$ cat src/rtl/sfp_pkg.sv
// Shared constants for the sync frame parser with Fletcher-8 checksum.
// No dependencies; the interfaces, the parser and the bench import this package.
`timescale 1ns / 1ps

package sfp_pkg;

  localparam int BYTE_W   = 8;
  localparam int STATUS_W = 2;
  localparam int FLEN_W   = 7;
  localparam int INDEX_W  = 6;

  // Sync pair that opens every frame
  localparam logic [BYTE_W-1:0] SYNC_FIRST  = 8'hB5;
  localparam logic [BYTE_W-1:0] SYNC_SECOND = 8'h62;

  // Result status codes
  localparam logic [STATUS_W-1:0] STATUS_GOOD     = 2'd0;
  localparam logic [STATUS_W-1:0] STATUS_CKSUM    = 2'd1;
  localparam logic [STATUS_W-1:0] STATUS_TOO_LONG = 2'd2;

endpackage

$ cat src/rtl/sfp_byte_if.sv
// Valid/ready channel carrying one received serial byte per beat.
// Depends on sfp_pkg for the byte width.
`timescale 1ns / 1ps

interface sfp_byte_if;
  import sfp_pkg::*;

  logic              valid;
  logic              ready;
  logic [BYTE_W-1:0] rx_byte;

  modport source (output valid, output rx_byte, input ready);
  modport sink (input valid, input rx_byte, output ready);
endinterface

$ cat src/rtl/sfp_result_if.sv
// Valid/ready channel carrying one parser result per beat.
// Depends on sfp_pkg for field widths.
`timescale 1ns / 1ps

interface sfp_result_if;
  import sfp_pkg::*;

  logic                valid;
  logic                ready;
  logic [STATUS_W-1:0] status;
  logic [BYTE_W-1:0]   frame_class;
  logic [BYTE_W-1:0]   msg_id;
  logic [FLEN_W-1:0]   frame_len;
  logic [INDEX_W-1:0]  byte_index;
  logic [BYTE_W-1:0]   payload_byte;
  logic                byte_valid;
  logic                last;

  modport source (output valid, output status, output frame_class, output msg_id,
                  output frame_len, output byte_index, output payload_byte,
                  output byte_valid, output last, input ready);
  modport sink (input valid, input status, input frame_class, input msg_id,
                input frame_len, input byte_index, input payload_byte,
                input byte_valid, input last, output ready);
endinterface

$ cat src/rtl/sync_frame_parser_fletcher_checksum.sv
// Sync frame parser with Fletcher-8 checksum. Takes one serial byte per beat
// while parsing: it hunts for the sync pair B5 62, reads class, id and a
// little-endian 16-bit length, stores up to MAX_PAYLOAD payload bytes in an
// on-chip RAM and checks the two Fletcher-8 bytes. A good frame of N payload
// bytes comes out as N result beats (one for an empty frame); a checksum
// failure or an oversize length gives one error beat. Parsing runs at one
// byte per cycle; while a result waits in the output register and the sink
// is not ready, no byte is taken. Emitting a good frame goes through ST_READ
// for the first RAM read, then per byte ST_LOAD to load the output register
// and ST_WAIT to present the beat while the next byte is read; no byte is
// taken during emission, and ST_WAIT holds while the sink is not ready.
// The payload RAM needs no clearing after reset.
`timescale 1ns / 1ps

module sync_frame_parser_fletcher_checksum #(
  parameter int MAX_PAYLOAD = 64
) (
  input  logic         clk,
  input  logic         rst,
  sfp_byte_if.sink     rx,
  sfp_result_if.source frame_out
);
  import sfp_pkg::*;

  localparam int AW = (MAX_PAYLOAD > 1) ? $clog2(MAX_PAYLOAD) : 1;
  localparam int CW = $clog2(MAX_PAYLOAD + 1);

  typedef enum logic [3:0] {
    PH_SYNC1, PH_SYNC2, PH_CLASS, PH_ID, PH_LEN1, PH_LEN2,
    PH_PAYLOAD, PH_CKA, PH_CKB
  } phase_t;

  typedef enum logic [1:0] {
    ST_PARSE, ST_READ, ST_LOAD, ST_WAIT
  } ctl_state_t;

  ctl_state_t ctl_state, ctl_state_next;
  phase_t     parse_phase, parse_phase_next;

  logic [BYTE_W-1:0] class_reg, class_reg_next;
  logic [BYTE_W-1:0] id_reg, id_reg_next;
  logic [BYTE_W-1:0] len_lo, len_lo_next;
  logic [CW-1:0]     frame_length, frame_length_next;
  logic [BYTE_W-1:0] sum_a, sum_a_next;
  logic [BYTE_W-1:0] sum_b, sum_b_next;
  logic [CW-1:0]     fill_count, fill_count_next;
  logic [CW-1:0]     rd_idx, rd_idx_next;

  logic                out_valid, out_valid_next;
  logic [STATUS_W-1:0] out_status, out_status_next;
  logic [FLEN_W-1:0]   out_flen, out_flen_next;
  logic [INDEX_W-1:0]  out_index, out_index_next;
  logic [BYTE_W-1:0]   out_data, out_data_next;
  logic                out_bvalid, out_bvalid_next;
  logic                out_last, out_last_next;

  logic              in_fire;
  logic              out_fire;
  logic [BYTE_W-1:0] b;
  logic [BYTE_W-1:0] fold_a;
  logic [15:0]       full_len;
  logic [CW-1:0]     fill_inc;
  logic [CW-1:0]     rd_inc;

  logic              ram_wr_en;
  logic              ram_rd_en;
  logic [AW-1:0]     ram_rd_addr;
  logic [BYTE_W-1:0] ram_rd_data;

  // Handshakes: take a byte only while parsing and the output slot is free
  assign out_fire = frame_out.valid && frame_out.ready;
  assign rx.ready = (ctl_state == ST_PARSE) && (!out_valid || frame_out.ready);
  assign in_fire  = rx.valid && rx.ready;
  assign b        = rx.rx_byte;

  assign fold_a   = sum_a + b;
  assign full_len = {b, len_lo};
  assign fill_inc = CW'(fill_count + CW'(1));
  assign rd_inc   = CW'(rd_idx + CW'(1));

  // Payload store
  assign ram_wr_en   = in_fire && (parse_phase == PH_PAYLOAD);
  assign ram_rd_en   = (ctl_state == ST_READ) || (ctl_state == ST_WAIT && out_fire);
  assign ram_rd_addr = (ctl_state == ST_WAIT) ? rd_inc[AW-1:0] : rd_idx[AW-1:0];

  sfp_ram #(
    .WIDTH (BYTE_W),
    .DEPTH (MAX_PAYLOAD)
  ) u_payload_ram (
    .clk     (clk),
    .wr_en   (ram_wr_en),
    .wr_addr (fill_count[AW-1:0]),
    .wr_data (b),
    .rd_en   (ram_rd_en),
    .rd_addr (ram_rd_addr),
    .rd_data (ram_rd_data)
  );

  // Parse bytes, fold checksum and sequence the emission of a good frame
  always_comb begin
    ctl_state_next    = ctl_state;
    parse_phase_next  = parse_phase;
    class_reg_next    = class_reg;
    id_reg_next       = id_reg;
    len_lo_next       = len_lo;
    frame_length_next = frame_length;
    sum_a_next        = sum_a;
    sum_b_next        = sum_b;
    fill_count_next   = fill_count;
    rd_idx_next       = rd_idx;
    out_valid_next    = out_valid && !frame_out.ready;
    out_status_next   = out_status;
    out_flen_next     = out_flen;
    out_index_next    = out_index;
    out_data_next     = out_data;
    out_bvalid_next   = out_bvalid;
    out_last_next     = out_last;

    case (ctl_state)
      ST_PARSE: begin
        if (in_fire) begin
          case (parse_phase)
            PH_SYNC1: begin
              if (b == SYNC_FIRST) begin
                parse_phase_next = PH_SYNC2;
              end
            end
            PH_SYNC2: begin
              parse_phase_next = (b == SYNC_SECOND) ? PH_CLASS : PH_SYNC1;
            end
            PH_CLASS: begin
              class_reg_next   = b;
              sum_a_next       = b;
              sum_b_next       = b;
              parse_phase_next = PH_ID;
            end
            PH_ID: begin
              id_reg_next      = b;
              sum_a_next       = fold_a;
              sum_b_next       = sum_b + fold_a;
              parse_phase_next = PH_LEN1;
            end
            PH_LEN1: begin
              len_lo_next      = b;
              sum_a_next       = fold_a;
              sum_b_next       = sum_b + fold_a;
              parse_phase_next = PH_LEN2;
            end
            PH_LEN2: begin
              sum_a_next      = fold_a;
              sum_b_next      = sum_b + fold_a;
              fill_count_next = '0;
              if (full_len == 16'd0) begin
                frame_length_next = '0;
                parse_phase_next  = PH_CKA;
              end else if (full_len <= 16'(MAX_PAYLOAD)) begin
                frame_length_next = CW'(full_len);
                parse_phase_next  = PH_PAYLOAD;
              end else begin
                // Oversize length: report and drop the frame
                out_valid_next   = 1'b1;
                out_status_next  = STATUS_TOO_LONG;
                out_flen_next    = '0;
                out_index_next   = '0;
                out_data_next    = '0;
                out_bvalid_next  = 1'b0;
                out_last_next    = 1'b1;
                parse_phase_next = PH_SYNC1;
              end
            end
            PH_PAYLOAD: begin
              fill_count_next = fill_inc;
              sum_a_next      = fold_a;
              sum_b_next      = sum_b + fold_a;
              if (fill_inc == frame_length) begin
                parse_phase_next = PH_CKA;
              end
            end
            PH_CKA: begin
              if (b == sum_a) begin
                parse_phase_next = PH_CKB;
              end else begin
                out_valid_next   = 1'b1;
                out_status_next  = STATUS_CKSUM;
                out_flen_next    = '0;
                out_index_next   = '0;
                out_data_next    = '0;
                out_bvalid_next  = 1'b0;
                out_last_next    = 1'b1;
                parse_phase_next = PH_SYNC1;
              end
            end
            PH_CKB: begin
              parse_phase_next = PH_SYNC1;
              if (b != sum_b) begin
                out_valid_next  = 1'b1;
                out_status_next = STATUS_CKSUM;
                out_flen_next   = '0;
                out_index_next  = '0;
                out_data_next   = '0;
                out_bvalid_next = 1'b0;
                out_last_next   = 1'b1;
              end else if (frame_length == '0) begin
                // Empty good frame: one beat with no data
                out_valid_next  = 1'b1;
                out_status_next = STATUS_GOOD;
                out_flen_next   = '0;
                out_index_next  = '0;
                out_data_next   = '0;
                out_bvalid_next = 1'b0;
                out_last_next   = 1'b1;
              end else begin
                rd_idx_next    = '0;
                ctl_state_next = ST_READ;
              end
            end
            default: begin
              parse_phase_next = PH_SYNC1;
            end
          endcase
        end
      end
      ST_READ: begin
        ctl_state_next = ST_LOAD;
      end
      ST_LOAD: begin
        // Present the stored byte that the last cycle read
        out_valid_next  = 1'b1;
        out_status_next = STATUS_GOOD;
        out_flen_next   = FLEN_W'(frame_length);
        out_index_next  = INDEX_W'(rd_idx);
        out_data_next   = ram_rd_data;
        out_bvalid_next = 1'b1;
        out_last_next   = (rd_inc == frame_length);
        ctl_state_next  = ST_WAIT;
      end
      ST_WAIT: begin
        if (out_fire) begin
          if (out_last) begin
            ctl_state_next = ST_PARSE;
          end else begin
            rd_idx_next    = rd_inc;
            ctl_state_next = ST_LOAD;
          end
        end
      end
      default: begin
        ctl_state_next = ST_PARSE;
      end
    endcase
  end

  // Hold state and the output register
  always_ff @(posedge clk) begin
    if (rst) begin
      ctl_state    <= ST_PARSE;
      parse_phase  <= PH_SYNC1;
      class_reg    <= '0;
      id_reg       <= '0;
      len_lo       <= '0;
      frame_length <= '0;
      sum_a        <= '0;
      sum_b        <= '0;
      fill_count   <= '0;
      rd_idx       <= '0;
      out_valid    <= 1'b0;
    end else begin
      ctl_state    <= ctl_state_next;
      parse_phase  <= parse_phase_next;
      class_reg    <= class_reg_next;
      id_reg       <= id_reg_next;
      len_lo       <= len_lo_next;
      frame_length <= frame_length_next;
      sum_a        <= sum_a_next;
      sum_b        <= sum_b_next;
      fill_count   <= fill_count_next;
      rd_idx       <= rd_idx_next;
      out_valid    <= out_valid_next;
    end
    out_status <= out_status_next;
    out_flen   <= out_flen_next;
    out_index  <= out_index_next;
    out_data   <= out_data_next;
    out_bvalid <= out_bvalid_next;
    out_last   <= out_last_next;
  end

  // Drive the result channel
  assign frame_out.valid        = out_valid;
  assign frame_out.status       = out_status;
  assign frame_out.frame_class  = class_reg;
  assign frame_out.msg_id       = id_reg;
  assign frame_out.frame_len    = out_flen;
  assign frame_out.byte_index   = out_index;
  assign frame_out.payload_byte = out_data;
  assign frame_out.byte_valid   = out_bvalid;
  assign frame_out.last         = out_last;

  // The store is never written while a frame is being read back
  a_no_write_during_emit: assert property (@(posedge clk) disable iff (rst)
    ram_wr_en |-> (ctl_state == ST_PARSE))
    else $error("payload store written during emission");

  // A loaded result is on the channel in the next cycle
  a_load_shows_beat: assert property (@(posedge clk) disable iff (rst)
    (ctl_state == ST_LOAD) |=> frame_out.valid)
    else $error("loaded result not presented");

  // Readback index stays inside the received payload
  a_index_in_frame: assert property (@(posedge clk) disable iff (rst)
    (ctl_state != ST_PARSE) |-> (rd_idx < frame_length))
    else $error("readback index beyond frame length");

  // Fill count never passes the declared length while storing payload
  a_fill_bound: assert property (@(posedge clk) disable iff (rst)
    (parse_phase == PH_PAYLOAD) |-> (fill_count < frame_length))
    else $error("payload fill count past frame length");

  // Taking the final beat ends emission
  a_emit_ends_on_last: assert property (@(posedge clk) disable iff (rst)
    (ctl_state == ST_WAIT && out_fire && out_last) |=> (ctl_state == ST_PARSE))
    else $error("emission did not end after last beat");

endmodule

$ cat src/rtl/sfp_ram.sv
// Generic single-port-write, single-port-read RAM with registered read data.
// No dependencies.
`timescale 1ns / 1ps

module sfp_ram #(
  parameter int WIDTH = 8,
  parameter int DEPTH = 64
) (
  input  logic                                   clk,
  input  logic                                   wr_en,
  input  logic [((DEPTH > 1) ? $clog2(DEPTH) : 1)-1:0] wr_addr,
  input  logic [WIDTH-1:0]                       wr_data,
  input  logic                                   rd_en,
  input  logic [((DEPTH > 1) ? $clog2(DEPTH) : 1)-1:0] rd_addr,
  output logic [WIDTH-1:0]                       rd_data
);

  logic [WIDTH-1:0] mem [DEPTH];

  // Write port
  always_ff @(posedge clk) begin
    if (wr_en) begin
      mem[wr_addr] <= wr_data;
    end
  end

  // Registered read port
  always_ff @(posedge clk) begin
    if (rd_en) begin
      rd_data <= mem[rd_addr];
    end
  end

endmodule

$ cat src/flat_wrapper.sv
// flat-port wrapper written by rule: the top's interface ports become plain ports
module sync_frame_parser_fletcher_checksum_flat import sfp_pkg::*;
#(
  parameter int MAX_PAYLOAD = 64
)
  (clk, rst, rx_valid, rx_rx_byte, rx_ready, frame_out_valid, frame_out_status, frame_out_frame_class, frame_out_msg_id, frame_out_frame_len, frame_out_byte_index, frame_out_payload_byte, frame_out_byte_valid, frame_out_last, frame_out_ready);
  sfp_byte_if rx_i ();
  sfp_result_if frame_out_i ();
  input  logic clk;
  input  logic rst;
  input wire logic [$bits(rx_i.valid)-1:0] rx_valid;
  input wire logic [$bits(rx_i.rx_byte)-1:0] rx_rx_byte;
  output wire logic [$bits(rx_i.ready)-1:0] rx_ready;
  output wire logic [$bits(frame_out_i.valid)-1:0] frame_out_valid;
  output wire logic [$bits(frame_out_i.status)-1:0] frame_out_status;
  output wire logic [$bits(frame_out_i.frame_class)-1:0] frame_out_frame_class;
  output wire logic [$bits(frame_out_i.msg_id)-1:0] frame_out_msg_id;
  output wire logic [$bits(frame_out_i.frame_len)-1:0] frame_out_frame_len;
  output wire logic [$bits(frame_out_i.byte_index)-1:0] frame_out_byte_index;
  output wire logic [$bits(frame_out_i.payload_byte)-1:0] frame_out_payload_byte;
  output wire logic [$bits(frame_out_i.byte_valid)-1:0] frame_out_byte_valid;
  output wire logic [$bits(frame_out_i.last)-1:0] frame_out_last;
  input wire logic [$bits(frame_out_i.ready)-1:0] frame_out_ready;
  assign rx_i.valid = rx_valid;
  assign rx_i.rx_byte = rx_rx_byte;
  assign rx_ready = rx_i.ready;
  assign frame_out_valid = frame_out_i.valid;
  assign frame_out_status = frame_out_i.status;
  assign frame_out_frame_class = frame_out_i.frame_class;
  assign frame_out_msg_id = frame_out_i.msg_id;
  assign frame_out_frame_len = frame_out_i.frame_len;
  assign frame_out_byte_index = frame_out_i.byte_index;
  assign frame_out_payload_byte = frame_out_i.payload_byte;
  assign frame_out_byte_valid = frame_out_i.byte_valid;
  assign frame_out_last = frame_out_i.last;
  assign frame_out_i.ready = frame_out_ready;
  sync_frame_parser_fletcher_checksum #(.MAX_PAYLOAD(MAX_PAYLOAD)) u_core (.clk(clk), .rst(rst), .rx(rx_i), .frame_out(frame_out_i));
endmodule
$ cat config.mk
export PLATFORM = sky130hd
export DESIGN_NAME = sync_frame_parser_fletcher_checksum_flat
export DESIGN_NICKNAME = d
export VERILOG_FILES = /design/src/rtl/sfp_pkg.sv /design/src/rtl/sfp_byte_if.sv /design/src/rtl/sfp_result_if.sv /design/src/rtl/sync_frame_parser_fletcher_checksum.sv /design/src/rtl/sfp_ram.sv /design/src/flat_wrapper.sv
export SDC_FILE = /design/constraint.sdc
export NUM_CORES = 1
export LEC_CHECK = 0
export BUFFER_PORTS_ARGS = -buffer_cell sky130_fd_sc_hd__buf_4
export CAP_MARGIN = 20
export CORE_AREA = 2 2 321 323
export DETAILED_ROUTE_END_ITERATION = 8
export DIE_AREA = 0 0 323 325
export GPL_ROUTABILITY_DRIVEN = 0
export GPL_TIMING_DRIVEN = 0
export PLACE_DENSITY = 0.44
export SLEW_MARGIN = 10
export SYNTH_ARGS = -nofsm -noshare
export SYNTH_HDL_FRONTEND = slang
export SYNTH_SLANG_ARGS = --single-unit
export TNS_END_PERCENT = 1
$ cat constraint.sdc
create_clock -name clk -period 4.8 [get_ports clk]
set_clock_uncertainty 0.1 [all_clocks]
set_input_delay 0.96 -clock clk [delete_from_list [all_inputs] [get_ports clk]]
set_output_delay 0.96 -clock clk [all_outputs]
set_load 0.03 [all_outputs]
==> flow_summary.yaml <==
logic_synthesis:
  ys_warn_count: 0
  yosys_most_used_dff: "edfxtp_1"
  synth_edf_count: 545
  yosysUniqueCellTypes: 73
  seq_area_frac_synth_pct: 70.3
  syn_area_um2: 25200
  async_flop_share_pct: 0
  syn_nets: 1505
  yosys-top-cells-area: "edfxtp_1, mux4_2, dfxtp_1"
  synth_cells: 1474
  ys_ff_latch: 613
  synth_common_cells: "edfxtp_1, nor2_1, mux4_2"
  yosys.area.top_type: "edfxtp_1"
  netlist.area_leader.share_pct: 64.9
  avgSynthCellArea_um2: 17.1
  synth_most_common_cell: "edfxtp_1"
run:
  cap_violations: 0
route:
  vias: 13964
  first_pass_iters: 5
  drt-initial-drc-count: 1136
  ant_nets: 0
  drt_wl_total_mm: 70.8
  drc: 0
  wire_per_inst_um: 23.4
  avgViaCountPerCell: 4.61
clock_tree:
  insertion_delay_ps: 610
  post_cts_buffers: 0
  cts_resized: 0
  cts_root_buf: "clkbuf_16"
  cts_buffer_depth: 3
  htree_num_levels: 3
  cts_inserted_buffers: 71
  cts.sinks: 613
  hold_buffers: 0
  tritoncts: "built"
  clk_pin_slew_worst_paths_ps: 60
floorplanning:
  die_area_um2: 105000
  num_rows: 117
  core-area_um2: 101000
  floorplan.initialDensity_pct: 24.9
  dieWidth_um: 323
  die_h_um: 325
  pin_count: 55
power:
  p_per_area_nw_per_um2: 398
  power.leakage_nw: 9.63
  irDropWorstVdd_mv: 0.244
global_route:
  grt_pass1_vias: 14238
  grt_max_degree: 73
  antenna_found_initial: 1
  overflow: 0
  grt_pass1_wl_mm: 102
  grt_use_total_pct: 13.5
setup_path:
  cp_max_fo: 10
  cp_top_family: "compound AO/OA/AOI/OAI gates"
  required_ps: 5010
  arrival_ps: 4580
  crit_type: "reg2reg"
  r2r-start: "u_core.rd_idx[0]$_SDFFE_PP0P_"
  cp_num_buf_inv: 2
  cpPeakStageDelay_ps: 630
  cp-end-kind: "flip-flop"
  rr_worst_depth: 9
  critPathLaunchType: "flip-flop"
  rr_endpoint: "u_core.u_payload_ram.rd_data[4]$_DFFE_PP_"
  r2r_slack_ps: 430
  cpMaxStageDelayCell: "a222oi_1"
  path_cells: "ha_1 > and3_1 > a21oi_4 > buf_2 > buf_2 > mux4_2 > a222oi_1 > a21oi_1 > and3_1"
sta:
  min_period_ps: 4370
  maxSlewHeadroom_pct: 30.3
  drv_slew: 0
  worstMarginPinSlew_ps: 1040
  hold_viol: 0
  maxClockFrequency_mhz: 229
  setup_viol: 0
  fin_crit_sh_pct: 91.0
  rsz0062_at_grt: "no"
  tns_ps: 0
cells_and_area:
  drive_above_1_share_pct: 20.2
  fillCellCount: 10169
  fin_area_um2: 29500
  layout.nets: 1640
  syn_to_final_growth_pct: 17.1
placement:
  postPlaceCellArea_um2: 27400
  portBuffers: 54
  place_hpwl_mm: 45.9
min_path:
  holdPathStages: 2
  hp-start: "u_core.len_lo[7]$_SDFFE_PP0P_"
  hold_path_class: "reg2reg"
  hold_end: "u_core.len_lo[7]$_SDFFE_PP0P_"
outcome:
  outcome: "completed"
## metal layers
| metal | global-route usage [%] | part of all wire [%] | vias to the layer above |
|---|---|---|---|
| li1 | - | - | 6149 |
| met1 | 18.7 | 46 | 7327 |
| met2 | 21.3 | 47 | 402 |
| met3 | 2.41 | 5.2 | 84 |
| met4 | 4.14 | 2.4 | 2 |
| met5 | 0 | 0.018 | - |
## sequential cells by signal, summed over array words and instances (netlist names), 4 cells and up
| register | cells |
|---|---|
| u_core.frame_out.byte_index | 6 |
| u_core.u_payload_ram.rd_data | 8 |
| u_core.sum_a | 8 |
| u_core.frame_out.frame_class | 8 |
| u_core.frame_length | 7 |
| u_core.len_lo | 8 |
| u_core.sum_b | 8 |
| u_core.fill_count | 7 |
| u_core.parse_phase | 4 |
| u_core.frame_out.frame_len | 7 |
| u_core.rd_idx | 7 |
| u_core.frame_out.msg_id | 8 |
| u_core.u_payload_ram.mem | 512 |
| u_core.frame_out.payload_byte | 8 |
## layout make-up
cell class / count / area [um2] / share of cell area [%]
antenna: 1 / 2.50 / 0.00847
clock buffer: 88 / 1860 / 6.30
clock inverter: 33 / 263 / 0.890
buffer: 79 / 395 / 1.34
timing repair buffer: 62 / 474 / 1.61
sequential: 613 / 17700 / 60.0
multi-input combinational: 770 / 7050 / 23.9
inverter: 12 / 50.0 / 0.169
tap: 1368 / 1710 / 5.80
## worst reg2reg max path, cell delays in order, from the launching register on
cell,delay [ps]
dfxtp_1,310
ha_1,320
and3_1,250
a21oi_4,350
buf_2,480
buf_2,530
mux4_2,410
a222oi_1,630
a21oi_1,330
and3_1,360
## power breakdown
part,total (mW),switching (mW),internal (mW),leakage (nW)
combinational,0.827,0.531,0.295,3.15
clock,5.02,2.11,2.91,1.03
sequential,5.92,0.0514,5.87,5.45
## cells in the final DEF, fill, tap and decap left out, types with 5 or more instances in the layout
| master | instances |
|---|---|
| clkinv_2 | 7 |
| a211oi_1 | 8 |
| nor2_1 | 155 |
| nand4_1 | 5 |
| clkbuf_16 | 72 |
| buf_1 | 8 |
| buf_2 | 29 |
| buf_4 | 67 |
| ha_1 | 17 |
| nand3b_1 | 8 |
| mux4_1 | 7 |
| o21ai_0 | 38 |
| nor3_1 | 14 |
| nand3_1 | 32 |
| a31oi_1 | 5 |
| a32oi_1 | 7 |
| a222oi_1 | 6 |
| nand2_1 | 46 |
| xnor2_1 | 20 |
| and3_1 | 13 |
| clkinv_1 | 14 |
| or4_1 | 5 |
| a22oi_1 | 15 |
| clkbuf_1 | 46 |
| xor2_1 | 19 |
| dfxtp_1 | 68 |
| inv_1 | 11 |
| a21oi_1 | 51 |
| nor2b_1 | 5 |
| and2_1 | 25 |
| mux2i_1 | 71 |
| edfxtp_1 | 545 |
| or3_1 | 8 |
| buf_6 | 7 |
| mux4_2 | 122 |
## worst max-delay path by stage
stage | to | slack (ps) | cells past startpoint | startpoint
after floorplan | u_core.sum_b[7]$_SDFFE_PP0P_ | 1160 | 13 | rx_rx_byte[0]
after global placement | u_core.sum_b[7]$_SDFFE_PP0P_ | 80 | 14 | rx_rx_byte[0]
after detailed placement | u_core.sum_b[7]$_SDFFE_PP0P_ | 50 | 14 | rx_rx_byte[0]
after CTS | u_core.u_payload_ram.rd_data[3]$_DFFE_PP_ | 420 | 11 | u_core.rd_idx[0]$_SDFFE_PP0P_
after global routing | u_core.u_payload_ram.rd_data[1]$_DFFE_PP_ | 280 | 9 | u_core.rd_idx[0]$_SDFFE_PP0P_
final | u_core.u_payload_ram.rd_data[4]$_DFFE_PP_ | 430 | 9 | u_core.rd_idx[0]$_SDFFE_PP0P_
## logic make-up (layout without fill, tap and decap cells)
| kind of cell | count (synthesis) | after routing | synth area share, % |
|---|---|---|---|
| other | 0 | 1 | 0 |
| adders and majority gates | 19 | 19 | 1.00 |
| xor gates and xnor gates | 40 | 40 | 1.46 |
| buffers and inverters | 91 | 274 | 1.77 |
| AOI/OAI and AO/OA | 172 | 172 | 4.50 |
| and+or+nand+nor | 337 | 337 | 6.46 |
| muxes | 202 | 202 | 14.5 |
| DFF | 613 | 613 | 70.3 |
## per-stage QoR
stage | std cells | setup slack [ps] | hold slack, ps | utilization [%] | power (mW)
after floorplan | 1474 | 1160 | 361 | - | 6.59
after global placement | 2896 | 80.5 | 377 | 27.0 | 6.84
after detailed placement | 2900 | 50.7 | 387 | 27.0 | 6.86
after CTS | 3021 | 422 | 402 | 29.1 | 11.9
after global routing | 3025 | 275 | 430 | 29.2 | 12.2
final | 3026 | 431 | 395 | 29.2 | 11.8
Note: power is estimated with default switching activity, not from simulation.
